[src/hw/rtl/kli_pkg.sv]
// shared constants, codes and controller/datapath interface types for the keyframe interpolator
package kli_pkg;

  // table geometry
  localparam int MAX_KF     = 16;
  localparam int IDX_W      = $clog2(MAX_KF);
  localparam int CNT_W      = $clog2(MAX_KF + 1);

  // restoring divider: one quotient bit per cycle
  localparam int DIV_STEPS  = 32;
  localparam int DIV_CNT_W  = $clog2(DIV_STEPS);

  // arithmetic lanes: scale, shift_x, shift_y
  localparam int NUM_LANES  = 3;

  // request kinds carried on in_tuser
  localparam logic REQ_INSERT = 1'b0;
  localparam logic REQ_QUERY  = 1'b1;

  // result status codes carried on out_tuser
  typedef enum logic [1:0] {
    ST_OK   = 2'd0,
    ST_FULL = 2'd1,
    ST_FEW  = 2'd2,
    ST_SAT  = 2'd3
  } status_t;

  // which result the output register is loaded with
  typedef enum logic [1:0] {
    RES_INS,
    RES_FULL,
    RES_FEW,
    RES_QRY
  } res_kind_t;

  // table read address source
  typedef enum logic [1:0] {
    RD_POS,
    RD_IDX,
    RD_SEGA,
    RD_SEGB
  } rd_sel_t;

  // controller states
  typedef enum logic [3:0] {
    S_IDLE,
    S_DISPATCH,
    S_INS_RD,
    S_INS_CMP,
    S_QRY_RD,
    S_QRY_CHK,
    S_FETCH_A,
    S_FETCH_B,
    S_LOAD,
    S_MUL,
    S_DIV,
    S_OUT_INS,
    S_OUT_FULL,
    S_OUT_FEW,
    S_OUT_QRY
  } state_t;

  // commands from controller to datapath
  typedef struct packed {
    logic      cap_in;
    logic      ins_init;
    logic      ins_shift;
    logic      ins_write;
    logic      scan_init;
    logic      scan_chk;
    logic      lat_a;
    logic      lat_b;
    logic      mul;
    logic      div_step;
    logic      out_load;
    res_kind_t kind;
    rd_sel_t   rd_sel;
  } kli_cmd_t;

  // status from datapath to controller
  typedef struct packed {
    logic is_query;
    logic full;
    logic lt2;
    logic pos_zero;
    logic shift_gt;
    logic scan_done;
    logic den_zero;
    logic div_last;
  } kli_stat_t;

endpackage

[src/hw/rtl/kli_ctrl.sv]
// controller state machine: sequences insert, segment search, divide and result hand-off
module kli_ctrl (
  input  logic              clk,
  input  logic              rst_n,
  input  logic              in_tvalid,
  output logic              in_tready,
  output logic              out_tvalid,
  input  logic              out_tready,
  input  kli_pkg::kli_stat_t stat,
  output kli_pkg::kli_cmd_t  cmd
);

  kli_pkg::state_t state_r, state_nxt;
  logic            out_valid_r, out_valid_nxt;
  logic            out_free;

  // output register may be reloaded once it is empty or being drained
  assign out_free   = !out_valid_r || out_tready;
  assign in_tready  = (state_r == kli_pkg::S_IDLE);
  assign out_tvalid = out_valid_r;

  // state and output valid registers
  always_ff @(posedge clk) begin
    if (!rst_n) begin
      state_r     <= kli_pkg::S_IDLE;
      out_valid_r <= 1'b0;
    end else begin
      state_r     <= state_nxt;
      out_valid_r <= out_valid_nxt;
    end
  end

  // next state and commands
  always_comb begin
    state_nxt  = state_r;
    cmd        = '0;
    cmd.kind   = kli_pkg::RES_INS;
    cmd.rd_sel = kli_pkg::RD_IDX;
    case (state_r)
      kli_pkg::S_IDLE: begin
        if (in_tvalid) begin
          cmd.cap_in = 1'b1;
          state_nxt  = kli_pkg::S_DISPATCH;
        end
      end
      kli_pkg::S_DISPATCH: begin
        if (!stat.is_query) begin
          if (stat.full) begin
            state_nxt = kli_pkg::S_OUT_FULL;
          end else begin
            cmd.ins_init = 1'b1;
            state_nxt    = kli_pkg::S_INS_RD;
          end
        end else if (stat.lt2) begin
          state_nxt = kli_pkg::S_OUT_FEW;
        end else begin
          cmd.scan_init = 1'b1;
          state_nxt     = kli_pkg::S_QRY_RD;
        end
      end
      kli_pkg::S_INS_RD: begin
        if (stat.pos_zero) begin
          cmd.ins_write = 1'b1;
          state_nxt     = kli_pkg::S_OUT_INS;
        end else begin
          cmd.rd_sel = kli_pkg::RD_POS;
          state_nxt  = kli_pkg::S_INS_CMP;
        end
      end
      kli_pkg::S_INS_CMP: begin
        if (stat.shift_gt) begin
          cmd.ins_shift = 1'b1;
          state_nxt     = kli_pkg::S_INS_RD;
        end else begin
          cmd.ins_write = 1'b1;
          state_nxt     = kli_pkg::S_OUT_INS;
        end
      end
      kli_pkg::S_QRY_RD: begin
        cmd.rd_sel = kli_pkg::RD_IDX;
        state_nxt  = kli_pkg::S_QRY_CHK;
      end
      kli_pkg::S_QRY_CHK: begin
        cmd.scan_chk = 1'b1;
        state_nxt    = stat.scan_done ? kli_pkg::S_FETCH_A : kli_pkg::S_QRY_RD;
      end
      kli_pkg::S_FETCH_A: begin
        cmd.rd_sel = kli_pkg::RD_SEGA;
        state_nxt  = kli_pkg::S_FETCH_B;
      end
      kli_pkg::S_FETCH_B: begin
        cmd.rd_sel = kli_pkg::RD_SEGB;
        cmd.lat_a  = 1'b1;
        state_nxt  = kli_pkg::S_LOAD;
      end
      kli_pkg::S_LOAD: begin
        cmd.lat_b = 1'b1;
        state_nxt = kli_pkg::S_MUL;
      end
      kli_pkg::S_MUL: begin
        cmd.mul   = 1'b1;
        state_nxt = stat.den_zero ? kli_pkg::S_OUT_QRY : kli_pkg::S_DIV;
      end
      kli_pkg::S_DIV: begin
        cmd.div_step = 1'b1;
        if (stat.div_last) begin
          state_nxt = kli_pkg::S_OUT_QRY;
        end
      end
      kli_pkg::S_OUT_INS: begin
        cmd.kind = kli_pkg::RES_INS;
        if (out_free) begin
          cmd.out_load = 1'b1;
          state_nxt    = kli_pkg::S_IDLE;
        end
      end
      kli_pkg::S_OUT_FULL: begin
        cmd.kind = kli_pkg::RES_FULL;
        if (out_free) begin
          cmd.out_load = 1'b1;
          state_nxt    = kli_pkg::S_IDLE;
        end
      end
      kli_pkg::S_OUT_FEW: begin
        cmd.kind = kli_pkg::RES_FEW;
        if (out_free) begin
          cmd.out_load = 1'b1;
          state_nxt    = kli_pkg::S_IDLE;
        end
      end
      kli_pkg::S_OUT_QRY: begin
        cmd.kind = kli_pkg::RES_QRY;
        if (out_free) begin
          cmd.out_load = 1'b1;
          state_nxt    = kli_pkg::S_IDLE;
        end
      end
      default: begin
        state_nxt = kli_pkg::S_IDLE;
      end
    endcase
  end

  // output valid: set on load, cleared when the result is taken
  always_comb begin
    if (cmd.out_load) begin
      out_valid_nxt = 1'b1;
    end else if (out_tready) begin
      out_valid_nxt = 1'b0;
    end else begin
      out_valid_nxt = out_valid_r;
    end
  end

endmodule

[src/hw/rtl/kli_dp.sv]
// datapath: keyframe table memory, search registers, multipliers, divider lanes, output register
module kli_dp (
  input  logic               clk,
  input  logic               rst_n,
  input  kli_pkg::kli_cmd_t  cmd,
  output kli_pkg::kli_stat_t stat,
  input  logic               in_tuser,
  input  logic [63:0]        in_tdata,
  output logic [1:0]         out_tuser,
  output logic [63:0]        out_tdata
);

  typedef struct packed {
    logic signed [15:0] sy;
    logic signed [15:0] sx;
    logic        [15:0] scale;
    logic        [15:0] depth;
  } kf_t;

  // request and table state
  logic                      req_r;
  kf_t                       new_r;
  logic [kli_pkg::CNT_W-1:0] count_r;
  logic [kli_pkg::CNT_W-1:0] pos_r;
  logic [kli_pkg::IDX_W-1:0] idx_r;
  logic [kli_pkg::IDX_W-1:0] seg_r;
  logic [15:0]               prev_r;
  logic                      below_r;
  kf_t                       mem [kli_pkg::MAX_KF];
  kf_t                       rdata_r;
  kf_t                       a_r;
  kf_t                       b_r;
  logic [kli_pkg::IDX_W-1:0] raddr;

  // divider lanes
  logic [31:0]                   num_r [kli_pkg::NUM_LANES];
  logic [15:0]                   rem_r [kli_pkg::NUM_LANES];
  logic                          neg_r [kli_pkg::NUM_LANES];
  logic [kli_pkg::DIV_CNT_W-1:0] div_cnt_r;

  // output register
  logic [1:0]  out_tuser_r;
  logic [63:0] out_tdata_r;

  // derived values
  logic [kli_pkg::CNT_W-1:0] pos_m1;
  logic [kli_pkg::CNT_W-1:0] cnt_m1;
  logic [kli_pkg::CNT_W-1:0] cnt_m2;
  logic                      scan_hit;
  logic                      scan_last;
  logic signed [16:0]        dd;
  logic [15:0]               den;
  logic signed [16:0]        v0 [kli_pkg::NUM_LANES];
  logic signed [16:0]        v1 [kli_pkg::NUM_LANES];
  logic signed [16:0]        dv [kli_pkg::NUM_LANES];
  logic signed [33:0]        prod [kli_pkg::NUM_LANES];
  logic signed [33:0]        res [kli_pkg::NUM_LANES];
  logic [16:0]               sat_res [kli_pkg::NUM_LANES];
  logic                      any_sat;

  // clamp one lane to its 16-bit range, top bit flags a clamp
  function automatic logic [16:0] sat16(input logic signed [33:0] v, input logic uns);
    logic signed [33:0] lo;
    logic signed [33:0] hi;
    logic [16:0]        r;
    lo = uns ? 34'sd0 : -34'sd32768;
    hi = uns ? 34'sd65535 : 34'sd32767;
    if (v < lo) begin
      r = {1'b1, lo[15:0]};
    end else if (v > hi) begin
      r = {1'b1, hi[15:0]};
    end else begin
      r = {1'b0, v[15:0]};
    end
    return r;
  endfunction

  assign pos_m1 = pos_r - kli_pkg::CNT_W'(1);
  assign cnt_m1 = count_r - kli_pkg::CNT_W'(1);
  assign cnt_m2 = count_r - kli_pkg::CNT_W'(2);

  // read address select
  always_comb begin
    case (cmd.rd_sel)
      kli_pkg::RD_POS:  raddr = pos_m1[kli_pkg::IDX_W-1:0];
      kli_pkg::RD_IDX:  raddr = idx_r;
      kli_pkg::RD_SEGA: raddr = seg_r;
      kli_pkg::RD_SEGB: raddr = seg_r + kli_pkg::IDX_W'(1);
      default:          raddr = idx_r;
    endcase
  end

  // keyframe table: one write port, one registered read port
  always_ff @(posedge clk) begin
    if (cmd.ins_shift) begin
      mem[pos_r[kli_pkg::IDX_W-1:0]] <= rdata_r;
    end else if (cmd.ins_write) begin
      mem[pos_r[kli_pkg::IDX_W-1:0]] <= new_r;
    end
    rdata_r <= mem[raddr];
  end

  // keyframe count
  always_ff @(posedge clk) begin
    if (!rst_n) begin
      count_r <= '0;
    end else if (cmd.ins_write) begin
      count_r <= count_r + kli_pkg::CNT_W'(1);
    end
  end

  // segment search compare on the entry just read
  assign scan_hit  = (idx_r != '0) && (prev_r <= new_r.depth) && (new_r.depth <= rdata_r.depth);
  assign scan_last = ({1'b0, idx_r} == cnt_m1);

  // request capture, insert position and search registers
  always_ff @(posedge clk) begin
    if (cmd.cap_in) begin
      req_r <= in_tuser;
      new_r <= kf_t'(in_tdata);
    end
    if (cmd.ins_init) begin
      pos_r <= count_r;
    end else if (cmd.ins_shift) begin
      pos_r <= pos_m1;
    end
    if (cmd.scan_init) begin
      idx_r <= '0;
    end else if (cmd.scan_chk) begin
      idx_r  <= idx_r + kli_pkg::IDX_W'(1);
      prev_r <= rdata_r.depth;
      if (idx_r == '0) begin
        below_r <= new_r.depth < rdata_r.depth;
      end
      if (scan_hit) begin
        seg_r <= idx_r - kli_pkg::IDX_W'(1);
      end else if (scan_last) begin
        seg_r <= below_r ? '0 : cnt_m2[kli_pkg::IDX_W-1:0];
      end
    end
    if (cmd.lat_a) begin
      a_r <= rdata_r;
    end
    if (cmd.lat_b) begin
      b_r <= rdata_r;
    end
  end

  // segment endpoints per lane
  assign dd  = $signed({1'b0, new_r.depth}) - $signed({1'b0, a_r.depth});
  assign den = b_r.depth - a_r.depth;

  always_comb begin
    v0[0] = $signed({1'b0, a_r.scale});
    v1[0] = $signed({1'b0, b_r.scale});
    v0[1] = {a_r.sx[15], a_r.sx};
    v1[1] = {b_r.sx[15], b_r.sx};
    v0[2] = {a_r.sy[15], a_r.sy};
    v1[2] = {b_r.sy[15], b_r.sy};
  end

  // per-lane product, divide and result
  always_comb begin
    logic signed [33:0] q;
    logic signed [33:0] sq;
    any_sat = 1'b0;
    for (int l = 0; l < kli_pkg::NUM_LANES; l++) begin
      dv[l]   = v1[l] - v0[l];
      prod[l] = dd * dv[l];
      q       = $signed({2'b00, num_r[l]});
      sq      = neg_r[l] ? -q : q;
      res[l]  = (den == '0) ? 34'(v0[l]) : 34'(v0[l]) + sq;
      sat_res[l] = sat16(res[l], (l == 0));
      any_sat = any_sat | sat_res[l][16];
    end
  end

  // divider lanes: load magnitude, then one restoring step per cycle
  always_ff @(posedge clk) begin
    logic [16:0] rem_sh;
    logic        ge;
    if (cmd.mul) begin
      div_cnt_r <= '0;
      for (int l = 0; l < kli_pkg::NUM_LANES; l++) begin
        neg_r[l] <= prod[l] < 0;
        num_r[l] <= prod[l] < 0 ? 32'(-prod[l]) : prod[l][31:0];
        rem_r[l] <= '0;
      end
    end else if (cmd.div_step) begin
      div_cnt_r <= div_cnt_r + kli_pkg::DIV_CNT_W'(1);
      for (int l = 0; l < kli_pkg::NUM_LANES; l++) begin
        rem_sh   = {rem_r[l], num_r[l][31]};
        ge       = rem_sh >= {1'b0, den};
        rem_r[l] <= ge ? 16'(rem_sh - {1'b0, den}) : rem_sh[15:0];
        num_r[l] <= {num_r[l][30:0], ge};
      end
    end
  end

  // output register load
  always_ff @(posedge clk) begin
    if (cmd.out_load) begin
      case (cmd.kind)
        kli_pkg::RES_INS: begin
          out_tuser_r <= kli_pkg::ST_OK;
          out_tdata_r <= {48'd0, new_r.depth};
        end
        kli_pkg::RES_FULL: begin
          out_tuser_r <= kli_pkg::ST_FULL;
          out_tdata_r <= {48'd0, new_r.depth};
        end
        kli_pkg::RES_FEW: begin
          out_tuser_r <= kli_pkg::ST_FEW;
          out_tdata_r <= {48'd0, new_r.depth};
        end
        kli_pkg::RES_QRY: begin
          out_tuser_r <= any_sat ? kli_pkg::ST_SAT : kli_pkg::ST_OK;
          out_tdata_r <= {sat_res[2][15:0], sat_res[1][15:0], sat_res[0][15:0], new_r.depth};
        end
        default: begin
          out_tuser_r <= kli_pkg::ST_OK;
          out_tdata_r <= {48'd0, new_r.depth};
        end
      endcase
    end
  end

  assign out_tuser = out_tuser_r;
  assign out_tdata = out_tdata_r;

  // status to controller
  always_comb begin
    stat.is_query  = (req_r == kli_pkg::REQ_QUERY);
    stat.full      = (count_r == kli_pkg::CNT_W'(kli_pkg::MAX_KF));
    stat.lt2       = (count_r < kli_pkg::CNT_W'(2));
    stat.pos_zero  = (pos_r == '0);
    stat.shift_gt  = (rdata_r.depth > new_r.depth);
    stat.scan_done = scan_hit || scan_last;
    stat.den_zero  = (den == '0);
    stat.div_last  = (div_cnt_r == kli_pkg::DIV_CNT_W'(kli_pkg::DIV_STEPS - 1));
  end

endmodule

[src/hw/rtl/keyframe_linear_interpolator.sv]
// top level of the keyframe linear interpolator: controller, datapath and checks
//
// Input channel in_*: one request per accepted item. in_tuser is the request kind
// (0 insert keyframe, 1 query at depth). An insert places the keyframe in depth
// order after equal depths; a query interpolates scale and both offsets on the
// first bracketing segment, or on the nearest end segment outside the table.
// Output channel out_*: exactly one result per request; out_tuser is the status
// (0 ok, 1 table full, 2 fewer than two keyframes, 3 saturated).
// Timing: in_tready is high only while the engine is idle. An insert's time
// grows with the keyframes moved up (the table has a single read port). A
// query's time grows with the keyframes scanned and is set by the serial
// table scan and the 32-step restoring divider run on the three lanes
// together; a zero-width segment skips the divider.
// A finished result sits in the output register; while the receiver stalls the
// next request is still accepted and worked on, and waits at its hand-off
// until the register frees. Reset empties the table and the output register
// and returns the engine to idle.
module keyframe_linear_interpolator (
  input  logic        clk,
  input  logic        rst_n,
  input  logic        in_tvalid,
  output logic        in_tready,
  input  logic        in_tuser,   // req_type
  input  logic [63:0] in_tdata,   // depth, scale, shift_x, shift_y
  output logic        out_tvalid,
  input  logic        out_tready,
  output logic [1:0]  out_tuser,  // status
  output logic [63:0] out_tdata   // out_depth, out_scale, out_shift_x, out_shift_y
);

  kli_pkg::kli_cmd_t  cmd;
  kli_pkg::kli_stat_t stat;

  // sequencer
  kli_ctrl u_ctrl (
    .clk        (clk),
    .rst_n      (rst_n),
    .in_tvalid  (in_tvalid),
    .in_tready  (in_tready),
    .out_tvalid (out_tvalid),
    .out_tready (out_tready),
    .stat       (stat),
    .cmd        (cmd)
  );

  // table and arithmetic
  kli_dp u_dp (
    .clk       (clk),
    .rst_n     (rst_n),
    .cmd       (cmd),
    .stat      (stat),
    .in_tuser  (in_tuser),
    .in_tdata  (in_tdata),
    .out_tuser (out_tuser),
    .out_tdata (out_tdata)
  );

`ifndef SYNTH
  // a new request closes the input until its result is loaded into the output register
  a_busy_after_accept: assert property (@(posedge clk) disable iff (!rst_n)
    (in_tvalid && in_tready) |=> !in_tready)
    else $error("input accepted twice in a row");

  // an insert never writes into a full table
  a_no_write_when_full: assert property (@(posedge clk) disable iff (!rst_n)
    cmd.ins_write |-> !stat.full)
    else $error("keyframe written into full table");

  // error results carry zero values
  a_error_values_zero: assert property (@(posedge clk) disable iff (!rst_n)
    (out_tvalid && (out_tuser == kli_pkg::ST_FULL || out_tuser == kli_pkg::ST_FEW))
      |-> (out_tdata[63:16] == 48'd0))
    else $error("error result with nonzero values");
`endif

endmodule

[config.mk]
export PLATFORM = sky130hd
export DESIGN_NAME = keyframe_linear_interpolator
export DESIGN_NICKNAME = d
export VERILOG_FILES = /design/src/hw/rtl/kli_pkg.sv /design/src/hw/rtl/kli_ctrl.sv /design/src/hw/rtl/kli_dp.sv /design/src/hw/rtl/keyframe_linear_interpolator.sv
export SDC_FILE = /design/constraint.sdc
export NUM_CORES = 2
export LEC_CHECK = 0
export BUFFER_PORTS_ARGS = -buffer_cell sky130_fd_sc_hd__buf_2
export CAP_MARGIN = 10
export CORE_ASPECT_RATIO = 1.1
export CORE_MARGIN = 10
export CORE_UTILIZATION = 50
export CTS_CLUSTER_DIAMETER = 80
export CTS_CLUSTER_SIZE = 10
export DETAILED_ROUTE_END_ITERATION = 12
export HOLD_SLACK_MARGIN = 0.15
export PLACE_DENSITY = 0.78
export SYNTH_ARGS = -nofsm -noshare
export SYNTH_HDL_FRONTEND = slang
export SYNTH_SLANG_ARGS = --single-unit
[constraint.sdc]
create_clock -name clk -period 9.6 [get_ports clk]
set_clock_uncertainty 0.2 [all_clocks]
set_input_delay 0.48 -clock clk [delete_from_list [all_inputs] [get_ports clk]]
set_output_delay 0.48 -clock clk [all_outputs]
set_load 0.02 [all_outputs]
==> summary.md <==
| Metric | Value |
|---|---|
| Final Slew Violations | 0 |
| Met3 routed WL | 26330 um |
| RR Startpoint | u_dp.b_r[49]$_DFFE_PN_ |
| Largest delay share family, worst path | adder cells |
| Htree depth | 4 |
| Mean Syn Cell Area | 10.71 sq um |
| Most frequent CP cell | o21ai_2 |
| Post-DP HPWL | 214200 um |
| Iter 0 DRT Violations | 7528 |
| Yosys warning count | 0 |
| Status | completed |
| CTS Buffer Depth | 3 |
| Core Rows | 178 |
| Crit-path slowest cell | fa_2 |
| CTS tree | yes |
| Post-layout nets | 12124 |
| M1 WL | 116800 um |
| Synth Net Count | 11510 |
| Worst reg2reg endpoint | u_dp.num_r[0][94]$_DFFE_PP_ |
| Ranking of synthesized cells by area | edfxtp_1 41%, fa_1 17%, ha_1 6.0% |
| Final setup violation count | 0 |
| Dpl ws | -0.6548 ns |
| Slew Limit Headroom | 15.96% |
| Hold Path Sink | u_dp.new_r[27]$_DFFE_PP_ |
| Clk pin slew, worst setup/hold paths | 0.06 ns |
| CTS sink cnt | 1539 |
| Worst setup SP type | flop |
| CP arrival | 9.96 ns |
| Critical Path RT | 9.97 ns |
| Highest routed layer | met5 |
| Post-synth top area share | 40.72% |
| Clock Latency Late Sink | 0.85 ns |
| Largest net degree at the start of global routing | 208 |
| Crit Path Class | flop to flop |
| Layout cells sized above 1 | 13.59% |
| Fin crit period | 9.591 ns |
| Worst Path Buf+Inv | 8 |
| Multi-input logic area | 57850 sq um |
| Top-count cell post-synth | edfxtp_1 |
| Number of remaining DRC errors | 0 |
| Number of enable flip-flop cells after synthesis | 1456 |
| Mapped Cells | 10025 |
| Primary FF master, synth | edfxtp_1 |
| CP peak stage delay | 0.55 ns |
| Placed Cells | 13019 |
| IO Count | 137 |
| Fin util | 58.03% |
| Fillcell total | 17000 |
| Routed Antenna Nets | 0 |
| Global route overflow | 0 |
| Initial antenna violation count | 15 |
| Register Area | 45380 sq um |
| Gpl congestion | 0.9488 |
| Die Ht | 506 um |
| First-pass GRT wire length | 469100 um |
| Initial core utilization | 50.21% |
| Worst Setup End Kind | flop |
| Ys async rst share | 0% |
| Routed via count | 80348 |
| Final period util | 99.91% |
| Max Clk Rate | 104.3 MHz |
| Chip width | 461.8 um |
| Largest area contributor in the netlist | edfxtp_1 |
| Vias in the first global route | 81128 |
| DR WL met2 | 148100 um |
| Initial DRT Pass Iterations | 6 |
| Max-Cap Viols | 0 |
| Clock root buffer | clkbuf_16 |
| Top post-synthesis cells by count | 1456 x edfxtp_1, 1290 x nand2_1, 1152 x inv_1 |
| Hold Path Class | primary input to flop |
| Worst slew pin tran | 1.261 ns |
| Vias/cell | 5.923 |
| Register area share after synthesis | 42.27% |
| Core ar. | 213800 sq um |
| Area grow syn2layout | 15.56% |
| RSZ-0062 raised after global routing | yes |
| Hold path cells | 2 |
| Routed WL | 309900 um |
| R2r worst-path depth | 39 |
| GRT Overall Usage | 25.72% |
| Reg2Reg Setup Slack | 0.009 ns |
| #FFs+latches synth | 1539 |
| Final Non-Filler Cells | 13566 |
| Worst hold start | in_tdata[27] |
| WL/cell | 22.85 um |
| CTS Buf Count | 176 |
| Setup ws final | 0.008661 ns |
| Library cells used by synthesis | 102 |
| Synth Cell Area | 107400 sq um |
| Die area | 233700 sq um |
| PortBufs | 136 |
| Crit-path max FO | 7 |
| Hold Fails Final Rpt | 0 |
==> repair_timing <==
item | in CTS | in global routing
setup buffers | 18 | 75
pin swaps | 31 | 106
hold buffers | 128 | 0
setup endpoints to repair | 95 | 95
gates cloned | 0 | 11
gates resized for setup | 74 | 345
hold endpoints to repair | 98 | 0
==> how the worst max path moves through the flow <==
stage | startpoint | to | slack [ns] | depth (start not counted)
after global routing | u_dp.b_r[49]$_DFFE_PN_ | u_dp.num_r[0][94]$_DFFE_PP_ | -0.26 | 37
final | u_dp.b_r[49]$_DFFE_PN_ | u_dp.num_r[0][94]$_DFFE_PP_ | 0.009 | 39
after detailed placement | u_dp.b_r[49]$_DFFE_PN_ | u_dp.num_r[0][69]$_DFFE_PP_ | -0.65 | 36
after CTS | u_dp.a_r[1]$_DFFE_PP_ | u_dp.num_r[0][31]$_DFFE_PP_ | 0.0007 | 41
after global placement | u_dp.b_r[49]$_DFFE_PN_ | u_dp.num_r[0][78]$_DFFE_PP_ | -0.41 | 36
after floorplan | u_dp.new_r[0]$_DFFE_PP_ | u_dp.num_r[0][60]$_DFFE_PP_ | 0.01 | 45
==> routing by layer <==
metal | GRT usage (%) | vias up
li1 | - | 35844
met1 | 32.36 | 39919
met2 | 42.48 | 3697
met3 | 4.741 | 878
met4 | 12.99 | 10
met5 | 0 | -
==> sequential cells by signal, summed over array words and instances (netlist names), 48 cells and up <==
name            count
u_dp.mem         1024
u_dp.num_r         96
u_dp.a_r           64
u_dp.b_r           64
u_dp.new_r         64
u_dp.out_tdata     64
u_dp.rdata_r       64
u_dp.rem_r         48
==> logic make-up (layout without fill, tap and decap cells) <==
group,after synthesis,after routing,share of synthesized area (%)
AO/OA/AOI/OAI,1892,1893,11.77
XOR/XNOR,466,466,3.809
adder cells (fa/ha/maj),1416,1416,22.80
buffers and inverters,1638,2382,5.772
flip-flops,1539,1539,42.27
multiplexers,109,109,1.085
other,0,6,0
AND/OR/NAND/NOR,2965,2965,12.50
==> per-stage QoR <==
step           hold WS (ns)  setup TNS [ns]  instance area, sq um
2_1_floorplan        0.2200               0                107600
4_1_cts              0.1609               0                121800
6_report             0.1932               0                124100
5_1_grt              0.1881          -7.551                124100
3_5_place_dp         0.2448          -38.18                114800
3_3_place_gp         0.2425          -21.00                114800
==> layout make-up <==
type	instances	share of cell area, %
multi-input combinational	6849	46.63
sequential	1539	36.58
timing repair buffer	919	6.216
clock buffer	282	3.871
inverter	1154	3.495
tap	2790	2.814
clock inverter	27	0.3852
antenna	6	0.01210
==> layout by cell type, fill, tap and decap left out, types with 128 or more instances in the layout <==
cell type,netlist,routed
a211oi_1,353,350
a21oi_1,454,418
a311oi_1,137,133
a31oi_1,195,190
and2_1,299,297
buf_2,3,136
buf_4,2,576
clkbuf_16,0,185
dlygate4sd3_1,0,128
edfxtp_1,1456,1456
fa_1,900,882
ha_1,516,496
inv_1,1152,1121
nand2_1,1290,1279
nor2_1,740,697
o21ai_0,271,221
xnor2_1,322,291
xor2_1,143,132
Power is left out: the tool's default activity adds up to more than one toggle a clock period on the data nets, which glitch-free logic cannot reach.
